`config.mk`:
```
export PLATFORM = sky130hd
export DESIGN_NAME = skyline_atlas_packer
export DESIGN_NICKNAME = d
export VERILOG_FILES = /design/src/rtl/skyap_pkg.sv /design/src/rtl/skyap_ctrl.sv /design/src/rtl/skyap_dp.sv /design/src/rtl/skyline_atlas_packer.sv
export SDC_FILE = /design/constraint.sdc
export NUM_CORES = 2
export LEC_CHECK = 0
export CELL_PAD_IN_SITES_DETAIL_PLACEMENT = 1
export CELL_PAD_IN_SITES_GLOBAL_PLACEMENT = 2
export CORE_MARGIN = 2
export CORE_UTILIZATION = 30
export DETAILED_ROUTE_END_ITERATION = 10
export DONT_BUFFER_PORTS = 1
export GPL_TIMING_DRIVEN = 0
export PLACE_DENSITY_LB_ADDON = 0.08
export SLEW_MARGIN = 40
export SYNTH_ARGS = -nofsm -noshare
export SYNTH_HDL_FRONTEND = slang
export SYNTH_SLANG_ARGS = --single-unit
```
`constraint.sdc`:
```
create_clock -name clk -period 8.2 [get_ports clk]
set_clock_uncertainty 0.05 [all_clocks]
set_input_delay 1.64 -clock clk [delete_from_list [all_inputs] [get_ports clk]]
set_output_delay 1.64 -clock clk [all_outputs]
set_load 0.05 [all_outputs]
```
`src/rtl/skyap_pkg.sv`:
```
// ----------------------------------------------------------------------------
// skyap_pkg
// Shared constants, status codes and control types of the skyline packer.
// ----------------------------------------------------------------------------
package skyap_pkg;

	localparam int MAX_SEGMENTS_DEF = 32;
	localparam int COORD_BITS_DEF   = 16;
	localparam int SIZE_BITS        = 16;

	localparam logic [SIZE_BITS-1:0] ATLAS_WIDTH_RESET = 16'd1024;

	// result status codes
	localparam logic [2:0] ST_FIT  = 3'd0;
	localparam logic [2:0] ST_SPAN = 3'd1;
	localparam logic [2:0] ST_WIDE = 3'd2;
	localparam logic [2:0] ST_FULL = 3'd3;
	localparam logic [2:0] ST_OVF  = 3'd4;

	// controller -> datapath
	typedef struct packed {
		logic load;
		logic clear;
		logic rd;
		logic scan_ev;
		logic decide;
		logic push_new;
		logic push_rem;
		logic build_ev;
		logic flush;
	} dp_cmd_t;

	// datapath -> controller
	typedef struct packed {
		logic need_clear;
		logic at_end;
		logic scan_hit;
		logic fit_point;
		logic fit_mode;
		logic placeable;
	} dp_stat_t;

endpackage

```
`src/rtl/skyap_ctrl.sv`:
```
// ----------------------------------------------------------------------------
// skyap_ctrl
// Sequencer: clear, scan pass, decision, rebuild pass, commit, result handoff.
// ----------------------------------------------------------------------------
module skyap_ctrl (
	input  logic               clk,
	input  logic               arst_n,
	input  logic               in_fire,
	input  logic               out_free,
	input  skyap_pkg::dp_stat_t stat,
	output skyap_pkg::dp_cmd_t  cmd,
	output logic               in_ready,
	output logic               out_load
);

	typedef enum logic [10:0] {
		S_IDLE     = 11'b00000000001,
		S_CLEAR    = 11'b00000000010,
		S_SCAN_RD  = 11'b00000000100,
		S_SCAN_EV  = 11'b00000001000,
		S_DECIDE   = 11'b00000010000,
		S_BUILD_RD = 11'b00000100000,
		S_BUILD_EV = 11'b00001000000,
		S_PUSH_NEW = 11'b00010000000,
		S_PUSH_REM = 11'b00100000000,
		S_FLUSH    = 11'b01000000000,
		S_DONE     = 11'b10000000000
	} state_t;

	state_t state_q, state_d;

	always_ff @(posedge clk or negedge arst_n) begin
		if (!arst_n) begin
			state_q <= S_IDLE;
		end else begin
			state_q <= state_d;
		end
	end

	assign in_ready = (state_q == S_IDLE);

	always_comb begin
		state_d  = state_q;
		cmd      = '0;
		out_load = 1'b0;
		case (state_q)
			S_IDLE: begin
				cmd.load = in_fire;
				if (in_fire) state_d = S_CLEAR;
			end
			S_CLEAR: begin
				cmd.clear = stat.need_clear;
				state_d   = S_SCAN_RD;
			end
			S_SCAN_RD: begin
				if (stat.at_end) begin
					state_d = S_DECIDE;
				end else begin
					cmd.rd  = 1'b1;
					state_d = S_SCAN_EV;
				end
			end
			S_SCAN_EV: begin
				cmd.scan_ev = 1'b1;
				state_d     = stat.scan_hit ? S_DECIDE : S_SCAN_RD;
			end
			S_DECIDE: begin
				cmd.decide = 1'b1;
				if (!stat.placeable) state_d = S_DONE;
				else if (stat.fit_mode) state_d = S_BUILD_RD;
				else state_d = S_PUSH_NEW;
			end
			S_BUILD_RD: begin
				if (stat.fit_point) begin
					state_d = S_PUSH_NEW;
				end else if (stat.at_end) begin
					state_d = S_FLUSH;
				end else begin
					cmd.rd  = 1'b1;
					state_d = S_BUILD_EV;
				end
			end
			S_BUILD_EV: begin
				cmd.build_ev = 1'b1;
				state_d      = S_BUILD_RD;
			end
			S_PUSH_NEW: begin
				cmd.push_new = 1'b1;
				state_d      = S_PUSH_REM;
			end
			S_PUSH_REM: begin
				cmd.push_rem = 1'b1;
				state_d      = S_BUILD_RD;
			end
			S_FLUSH: begin
				cmd.flush = 1'b1;
				state_d   = S_DONE;
			end
			S_DONE: begin
				if (out_free) begin
					out_load = 1'b1;
					state_d  = S_IDLE;
				end
			end
			default: state_d = S_IDLE;
		endcase
	end

endmodule

```
`src/rtl/skyap_dp.sv`:
```
// ----------------------------------------------------------------------------
// skyap_dp
// Skyline store (two banks), scan accumulators, merge-on-push rebuild logic
// and the running extents.
// ----------------------------------------------------------------------------
module skyap_dp #(
	parameter int MAX_SEGMENTS = skyap_pkg::MAX_SEGMENTS_DEF,
	parameter int COORD_BITS   = skyap_pkg::COORD_BITS_DEF
) (
	input  logic                clk,
	input  logic                arst_n,
	input  skyap_pkg::dp_cmd_t  cmd,
	output skyap_pkg::dp_stat_t stat,
	input  logic [15:0]         atlas_width,
	input  logic                start_new,
	input  logic [15:0]         image_width,
	input  logic [15:0]         image_height,
	output logic [15:0]         pos_x,
	output logic [15:0]         pos_y,
	output logic [2:0]          status,
	output logic [15:0]         used_width,
	output logic [15:0]         used_height
);

	localparam int CB   = COORD_BITS;
	localparam int SB   = skyap_pkg::SIZE_BITS;
	localparam int CNTW = $clog2(MAX_SEGMENTS + 3);
	localparam int IW   = $clog2(MAX_SEGMENTS);
	localparam int AW   = IW + 1;
	localparam int MEMD = 2 ** AW;
	localparam int EW   = (CB > SB) ? CB : SB;
	localparam int TW   = EW + 1;
	localparam logic [CNTW-1:0] MAX_C = CNTW'(MAX_SEGMENTS);

	typedef struct packed {
		logic [CB-1:0] h;
		logic [SB-1:0] s;
	} seg_t;

	seg_t mem [MEMD];
	seg_t rd_q;

	logic [SB-1:0]   w_q, h_q;
	logic            start_q, fresh_q, bank_q;
	logic [CNTW-1:0] count_q, j_q, wn_q, fit_i_q, span_i_q;
	logic [SB-1:0]   x_q, fit_s_q, span_sum_q, ls_q, ext_w_q;
	logic [CB-1:0]   y_q, tall_q, span_h_q, lh_q, ext_h_q;
	logic            fit_q, span_q, lv_q;
	logic [2:0]      status_q;

	logic [CB-1:0]   sel_h, rem_h, ph;
	logic [SB-1:0]   rem_s, ps, sum_n, clr_w, xw;
	logic [CNTW-1:0] sel_i;
	logic [TW-1:0]   top;
	logic            ovf, push_en, we, placed;
	logic [AW-1:0]   waddr;
	seg_t            wdata;
	logic [EW-1:0]   y_ext, ext_h_ext;

	assign sel_h = fit_q ? y_q : tall_q;
	assign sel_i = fit_q ? fit_i_q : span_i_q;
	assign rem_h = fit_q ? y_q : span_h_q;
	assign rem_s = fit_q ? (fit_s_q - w_q) : (span_sum_q - w_q);
	assign top   = TW'(sel_h) + TW'(h_q);
	assign ovf   = (top[TW-1:CB] != '0);
	assign sum_n = span_sum_q + rd_q.s;
	assign clr_w = start_q ? atlas_width : skyap_pkg::ATLAS_WIDTH_RESET;
	assign xw    = x_q + w_q;

	always_comb begin
		ph = rd_q.h;
		ps = rd_q.s;
		if (cmd.push_new) begin
			ph = top[CB-1:0];
			ps = w_q;
		end else if (cmd.push_rem) begin
			ph = rem_h;
			ps = rem_s;
		end
	end

	assign push_en = (cmd.push_new | cmd.push_rem | cmd.build_ev) && (ps != '0);

	// memory write: clear of entry 0, or spill of the pending segment into the other bank
	always_comb begin
		we    = 1'b0;
		waddr = {~bank_q, wn_q[IW-1:0]};
		wdata = '{h: lh_q, s: ls_q};
		if (cmd.clear) begin
			we    = 1'b1;
			waddr = {bank_q, {IW{1'b0}}};
			wdata = '{h: '0, s: clr_w};
		end else if (wn_q < MAX_C) begin
			if (push_en && lv_q && (lh_q != ph)) we = 1'b1;
			if (cmd.flush && lv_q) we = 1'b1;
		end
	end

	always_ff @(posedge clk) begin
		if (we) mem[waddr] <= wdata;
		if (cmd.rd) rd_q <= mem[{bank_q, j_q[IW-1:0]}];
	end

	always_ff @(posedge clk) begin
		if (cmd.load) begin
			w_q     <= image_width;
			h_q     <= image_height;
			start_q <= start_new;
		end
	end

	always_ff @(posedge clk or negedge arst_n) begin
		if (!arst_n) begin
			fresh_q    <= 1'b1;
			bank_q     <= 1'b0;
			count_q    <= CNTW'(1);
			ext_w_q    <= '0;
			ext_h_q    <= '0;
			j_q        <= '0;
			wn_q       <= '0;
			fit_q      <= 1'b0;
			span_q     <= 1'b0;
			lv_q       <= 1'b0;
			status_q   <= skyap_pkg::ST_WIDE;
			x_q        <= '0;
			y_q        <= '0;
			tall_q     <= '0;
			span_sum_q <= '0;
			fit_i_q    <= '0;
			span_i_q   <= '0;
			fit_s_q    <= '0;
			span_h_q   <= '0;
			lh_q       <= '0;
			ls_q       <= '0;
		end else begin
			if (cmd.load) begin
				j_q        <= '0;
				x_q        <= '0;
				fit_q      <= 1'b0;
				span_q     <= 1'b0;
				span_sum_q <= '0;
				tall_q     <= '0;
			end
			if (cmd.clear) begin
				fresh_q <= 1'b0;
				count_q <= CNTW'(clr_w != '0);
				ext_w_q <= '0;
				ext_h_q <= '0;
			end
			if (cmd.scan_ev) begin
				if (rd_q.s >= w_q) begin
					fit_q   <= 1'b1;
					fit_i_q <= j_q;
					fit_s_q <= rd_q.s;
					y_q     <= rd_q.h;
				end else begin
					x_q <= x_q + rd_q.s;
					j_q <= j_q + CNTW'(1);
				end
				// spanning candidate: first prefix whose strides cover the width
				if (!span_q) begin
					span_sum_q <= sum_n;
					if (rd_q.h > tall_q) tall_q <= rd_q.h;
					if (sum_n >= w_q) begin
						span_q   <= 1'b1;
						span_i_q <= j_q;
						span_h_q <= rd_q.h;
					end
				end
			end
			if (cmd.decide) begin
				j_q  <= '0;
				wn_q <= '0;
				lv_q <= 1'b0;
				y_q  <= sel_h;
				if (!fit_q) x_q <= '0;
				if (!fit_q && !span_q) status_q <= skyap_pkg::ST_WIDE;
				else if (ovf) status_q <= skyap_pkg::ST_OVF;
				else status_q <= fit_q ? skyap_pkg::ST_FIT : skyap_pkg::ST_SPAN;
			end
			if (cmd.build_ev) j_q <= j_q + CNTW'(1);
			if (cmd.push_rem) j_q <= sel_i + CNTW'(1);
			if (push_en) begin
				if (lv_q && (lh_q == ph)) begin
					ls_q <= ls_q + ps;
				end else begin
					if (lv_q) wn_q <= wn_q + CNTW'(1);
					lh_q <= ph;
					ls_q <= ps;
					lv_q <= 1'b1;
				end
			end
			if (cmd.flush) begin
				if ((wn_q + CNTW'(lv_q)) > MAX_C) begin
					status_q <= skyap_pkg::ST_FULL;
				end else begin
					bank_q  <= ~bank_q;
					count_q <= wn_q + CNTW'(lv_q);
					if (xw > ext_w_q) ext_w_q <= xw;
					if (top[CB-1:0] > ext_h_q) ext_h_q <= top[CB-1:0];
				end
			end
		end
	end

	assign placed    = (status_q == skyap_pkg::ST_FIT) || (status_q == skyap_pkg::ST_SPAN);
	assign y_ext     = EW'(y_q);
	assign ext_h_ext = EW'(ext_h_q);

	assign pos_x       = placed ? x_q : '0;
	assign pos_y       = placed ? y_ext[15:0] : '0;
	assign status      = status_q;
	assign used_width  = ext_w_q;
	assign used_height = ext_h_ext[15:0];

	assign stat.need_clear = start_q | fresh_q;
	assign stat.at_end     = (j_q == count_q);
	assign stat.scan_hit   = (rd_q.s >= w_q);
	assign stat.fit_point  = fit_q && (j_q == fit_i_q);
	assign stat.fit_mode   = fit_q;
	assign stat.placeable  = (fit_q || span_q) && !ovf;

endmodule

```
`src/rtl/skyline_atlas_packer.sv`:
```
// ----------------------------------------------------------------------------
// skyline_atlas_packer
// Skyline rectangle packer for a texture atlas, one placement per item.
// ----------------------------------------------------------------------------
// Each item is one image size; the block returns one result per item with the
// placed position, a status and the running used extent. A placed item goes
// through the scan, the decision, the skyline rebuild and the commit before
// its result is handed off and the next item is accepted; an item rejected as
// too wide or overflowing skips the rebuild. The skyline memory has a single
// read port with a registered read, so segments are read one at a time, each
// in a read state followed by an evaluate state. The next item is taken while
// a finished result still waits on the output. After reset the skyline is one
// zero-height segment of width 1024, whatever atlas_width is written later; a
// new atlas_width takes effect on the next item with start_new set.
module skyline_atlas_packer #(
	parameter int MAX_SEGMENTS = skyap_pkg::MAX_SEGMENTS_DEF,
	parameter int COORD_BITS   = skyap_pkg::COORD_BITS_DEF
) (
	input  logic        clk,
	input  logic        arst_n,
	input  logic        cfg_valid,
	output logic        cfg_ready,
	input  logic [15:0] cfg_data,     // atlas_width
	input  logic        s_tvalid,
	output logic        s_tready,
	input  logic [31:0] s_tdata,      // image_width, image_height
	input  logic [0:0]  s_tuser,      // start_new
	output logic        m_tvalid,
	input  logic        m_tready,
	output logic [63:0] m_tdata,      // pos_x, pos_y, used_width, used_height
	output logic [2:0]  m_tuser       // status
);

	logic [15:0]         atlas_q;
	skyap_pkg::dp_cmd_t  cmd;
	skyap_pkg::dp_stat_t stat;
	logic                in_fire, out_load, out_free;
	logic [15:0]         pos_x, pos_y, used_w, used_h;
	logic [2:0]          st;
	logic [63:0]         out_data_q;
	logic [2:0]          out_user_q;
	logic                out_valid_q;

	assign cfg_ready = 1'b1;

	always_ff @(posedge clk or negedge arst_n) begin
		if (!arst_n) begin
			atlas_q <= skyap_pkg::ATLAS_WIDTH_RESET;
		end else if (cfg_valid) begin
			atlas_q <= cfg_data;
		end
	end

	assign in_fire  = s_tvalid & s_tready;
	assign out_free = !out_valid_q || m_tready;

	skyap_ctrl u_ctrl (
		.clk      (clk),
		.arst_n   (arst_n),
		.in_fire  (in_fire),
		.out_free (out_free),
		.stat     (stat),
		.cmd      (cmd),
		.in_ready (s_tready),
		.out_load (out_load)
	);

	skyap_dp #(
		.MAX_SEGMENTS (MAX_SEGMENTS),
		.COORD_BITS   (COORD_BITS)
	) u_dp (
		.clk          (clk),
		.arst_n       (arst_n),
		.cmd          (cmd),
		.stat         (stat),
		.atlas_width  (atlas_q),
		.start_new    (s_tuser[0]),
		.image_width  (s_tdata[15:0]),
		.image_height (s_tdata[31:16]),
		.pos_x        (pos_x),
		.pos_y        (pos_y),
		.status       (st),
		.used_width   (used_w),
		.used_height  (used_h)
	);

	always_ff @(posedge clk or negedge arst_n) begin
		if (!arst_n) begin
			out_valid_q <= 1'b0;
		end else if (out_load) begin
			out_valid_q <= 1'b1;
		end else if (m_tready) begin
			out_valid_q <= 1'b0;
		end
	end

	always_ff @(posedge clk) begin
		if (out_load) begin
			out_data_q <= {used_h, used_w, pos_y, pos_x};
			out_user_q <= st;
		end
	end

	assign m_tvalid = out_valid_q;
	assign m_tdata  = out_data_q;
	assign m_tuser  = out_user_q;

endmodule

```
==> qor.yml <==
critical_path:
  setup.worst_path.start_class: "flip-flop"
  cp_data_required_time_ns: 8.79
  reg2reg_setup_slack_ns: 0.41
  rr_endpoint: "u_dp.mem[41][18]$_DFFE_PP_"
  timing.critical_path.fanout_max: 19
  worstSetupPathType: "flip-flop to flip-flop"
  rr_startpoint: "u_dp.fit_q$_DFF_PN0_"
  r2r_cells: 20
  worst_ep_arrival_time_ns: 8.38
  timing.critical_path.to_type: "flip-flop"
global_routing:
  global_route_wire_length_before_repair_mm: 473
  groute.usage.overall_pct: 20.0
  via_count_of_the_first_global_routing_pass: 56600
  grt_start_max_net_pins: 227
  global_route.overflow_total: 0
  antenna_found_initial: 30
cts:
  hold_buffers: 0
  h-tree-depth: 5
  clock_path_buffers: 4
  cts-buffers-inserted: 288
  cts.sinks: 2406
  tritoncts: "done"
  worst_skew_pair.late_latency_ns: 0.92
  cts_root_buf: "sky130_fd_sc_hd__clkbuf_16"
  cts.reportedPaths.clkPinSlew_ns: 0.06
place:
  placed_instance_area_um2: 111000
  port-buffer-count: 0
  gp_routability_congestion: 0.800
  total_half_perimeter_wirelength_after_legalization_and_detailed_placement_mm: 250
synth:
  synth_seq_cells: 2406
  synth.avg_cell_area_um2: 19.3
  syn-cell-area_um2: 99900
  register_area_share_after_synthesis_pct: 71.2
  post_synth_and_or_nand_nor_area_fraction_pct: 3.98
  ys_warn_count: 0
  synth-edff-count: 2180
  synth_adder_area_share_pct: 2.37
  synth_xor_xnor_area_share_pct: 0.903
  synth_fp_nets: 5411
  synth-compound-area-share_pct: 3.16
  combinational_family_with_the_most_area_after_synthesis: "multiplexers"
  postSynth.asyncResetShare_pct: 9.39
  synth_ff_type: "sky130_fd_sc_hd__edfxtp_1"
  number_of_distinct_library_cell_variants_in_the_gate_level_netlist_after_synthesis: 104
  postSynthCellCount: 5171
  multiplexer_share_of_the_synthesized_area_pct: 16.9
detailed_routing:
  vias: 52700
  final_antenna_net_count: 0
  routedWlPerCell_um: 32.7
  wirelength_routed_mm: 338
  avg_vias_per_cell: 5.10
  detail_route.drc_violations: 0
  first_pass_iters: 5
  dr.first_iter.drc_count: 4059
timing:
  grt_setup_unrepaired: "false"
  drv_slew: 0
  report.final.hold_viol_count: 0
  max-slew-margin-rel_pct: 31.0
  finalSetupViolations: 0
  min_period_over_period_pct: 95.0
  timing.final.crit_period_ns: 7.79
  worst_slew_pin_slew_ns: 1.03
  maxClockFrequency_mhz: 128
floorplan:
  die_area_um2: 338000
  dieWidth_um: 581
  die-height_um: 581
  std_cell_rows: 211
  io-pin-count: 124
  floorplan.core_area_um2: 331000
  floorplan.initialDensity_pct: 30.2
hold_path:
  hold_critical_path_depth: 0
  timing.hold.worst.start: "u_dp.used_width[10]$_DFF_PN0_"
  holdCritPathClass: "flip-flop to flip-flop"
  timing.hold.worst_endpoint: "m_tdata[42]$_DFFE_PP_"
status:
  run_status: "completed"
final_layout:
  largest_register_ffs: 2048
  final_cell_mix: "sky130_fd_sc_hd__edfxtp_1, sky130_fd_sc_hd__mux4_2, sky130_fd_sc_hd__clkbuf_16, sky130_fd_sc_hd__dfrtp_1, sky130_fd_sc_hd__nand2_1"
  largest_register: "u_dp.mem"
  stdcell_area_um2: 120000
  layout.nets: 5966
  most_common_cell_after_layout_fill_and_taps_aside: "sky130_fd_sc_hd__edfxtp_1"
  area_growth_pct: 20.3
  post_route_cells_drive_above_1_share_pct: 29.4
power_and_ir_drop:
  maximum_resistive_drop_on_vdd_v: 0.000151
  power_uw: 28600
  pwr_density_cell_nw_per_um2: 238
  leakage_uw: 0.0355
flow_run:
  drv_cap: 0
[synthesized netlist by cell type, types with 7 or more instances]
cell type / n / area share [%]
sky130_fd_sc_hd__a21o_1: 38 / 0.29
sky130_fd_sc_hd__a21oi_1: 109 / 0.55
sky130_fd_sc_hd__a22o_1: 32 / 0.28
sky130_fd_sc_hd__a31oi_1: 24 / 0.15
sky130_fd_sc_hd__and2_1: 48 / 0.30
sky130_fd_sc_hd__and3_1: 15 / 0.094
sky130_fd_sc_hd__buf_1: 63 / 0.24
sky130_fd_sc_hd__clkbuf_1: 164 / 0.62
sky130_fd_sc_hd__dfrtp_1: 221 / 5.5
sky130_fd_sc_hd__edfxtp_1: 2180 / 65
sky130_fd_sc_hd__ha_1: 180 / 2.3
sky130_fd_sc_hd__inv_1: 128 / 0.48
sky130_fd_sc_hd__mux2_2: 108 / 1.2
sky130_fd_sc_hd__mux2i_1: 54 / 0.54
sky130_fd_sc_hd__mux4_2: 672 / 15
sky130_fd_sc_hd__nand2_1: 199 / 0.75
sky130_fd_sc_hd__nand2b_1: 42 / 0.26
sky130_fd_sc_hd__nand3_1: 74 / 0.37
sky130_fd_sc_hd__nand4_1: 17 / 0.11
sky130_fd_sc_hd__nor2_1: 223 / 0.84
sky130_fd_sc_hd__nor2b_1: 36 / 0.23
sky130_fd_sc_hd__nor3_1: 39 / 0.20
sky130_fd_sc_hd__nor4_1: 14 / 0.088
sky130_fd_sc_hd__nor4b_1: 8 / 0.070
sky130_fd_sc_hd__o211ai_1: 13 / 0.098
sky130_fd_sc_hd__o21a_1: 24 / 0.18
sky130_fd_sc_hd__o21ai_0: 115 / 0.58
sky130_fd_sc_hd__o22ai_1: 8 / 0.050
sky130_fd_sc_hd__o31a_1: 7 / 0.061
sky130_fd_sc_hd__o31ai_1: 12 / 0.090
sky130_fd_sc_hd__or2_2: 8 / 0.050
sky130_fd_sc_hd__or3_1: 11 / 0.069
sky130_fd_sc_hd__xnor2_1: 73 / 0.64
sky130_fd_sc_hd__xor2_1: 30 / 0.26
[report_power, final]
group | leakage, uW | internal [uW] | switching [uW]
logic | 0.0116 | 937 | 1660
clock network | 0.00435 | 7030 | 5240
registers | 0.0196 | 13600 | 191
[cells by family after synthesis]
family	count (synthesis)
xor gates and xnor gates	103
muxes	837
other	1
DFF	2406
AOI/OAI and AO/OA	475
buffers and inverters	372
and+or+nand+nor	791
adders and majority gates	186
[worst max-delay path, cell delays in order, from the launching register on]
cell and delay (ns):
sky130_fd_sc_hd__dfrtp_1 0.72, sky130_fd_sc_hd__clkbuf_1 0.53, sky130_fd_sc_hd__buf_2 0.52, sky130_fd_sc_hd__clkbuf_2 0.44
sky130_fd_sc_hd__o21ai_0 0.36, sky130_fd_sc_hd__ha_1 0.38, sky130_fd_sc_hd__a211oi_1 0.46, sky130_fd_sc_hd__o211ai_2 0.28
sky130_fd_sc_hd__a311oi_1 0.50, sky130_fd_sc_hd__o21ai_0 0.25, sky130_fd_sc_hd__a2111oi_0 0.44, sky130_fd_sc_hd__o22ai_1 0.20
sky130_fd_sc_hd__and4bb_1 0.33, sky130_fd_sc_hd__nand4_2 0.37, sky130_fd_sc_hd__a31o_1 0.38, sky130_fd_sc_hd__buf_6 0.18
sky130_fd_sc_hd__nand3_2 0.45, sky130_fd_sc_hd__nor2_4 0.10, sky130_fd_sc_hd__buf_16 0.19, sky130_fd_sc_hd__buf_16 0.16
sky130_fd_sc_hd__buf_16 0.16
[per-layer routing]
layer	track usage, %	wire (um)
met4	5.09	9520
met2	34.0	167000
met3	2.64	13300
met5	0	35
met1	26.9	148000
[cell type report]
type                            count  area (um^2)
Antenna cell                       17         42.5
Timing Repair Buffer              267         4860
Clock inverter                    160         1300
Multi-Input combinational cell   2393        28200
Fill cell                       32400       211000
Buffer                            240         1160
Clock buffer                      351         7600
Sequential cell                  2406        71100
Inverter                          130          488
Tap cell                         4366         5460
[how the worst max path moves through the flow]
stage	start	to	slack (ns)	cells past startpoint
after floorplan	u_dp.fit_q$_DFF_PN0_	u_dp.mem[15][0]$_DFFE_PP_	1.49	21
after global placement	u_ctrl.state_q[7]$_DFFE_PN0P_	u_dp.mem[58][15]$_DFFE_PP_	-5.29	10
after detailed placement	u_dp.fit_q$_DFF_PN0_	u_dp.mem[60][17]$_DFFE_PP_	-1.43	21
after CTS	u_dp.fit_q$_DFF_PN0_	u_dp.mem[34][8]$_DFFE_PP_	0.27	19
after global routing	u_dp.fit_q$_DFF_PN0_	u_dp.mem[41][16]$_DFFE_PP_	0.03	20
final	u_dp.fit_q$_DFF_PN0_	u_dp.mem[41][18]$_DFFE_PP_	0.41	20
[through the flow]
stage	worst slack, ns	setup TNS (ns)	hold WS [ns]	std cells	utilization (%)
after global routing	0.0323	0	0.356	10300	36.3
after detailed placement	-1.43	-1991.23	0.383	9743	33.4
after global placement	-5.29	-7807.60	0.385	9537	31.8
after floorplan	1.49	0	0.375	5171	-
final	0.413	0	0.394	10300	36.3
after CTS	0.265	0	0.307	10300	36.3
[timing repair]
item                                   4_1_cts  5_1_grt
buffers inserted                            59        0
setup endpoints to repair                 2096        7
cloned                                       0        0
endpoints found under the hold margin        0        0
gates resized for setup                      6        1
pin swaps                                   21        0
(Power assumes the default switching activity.)
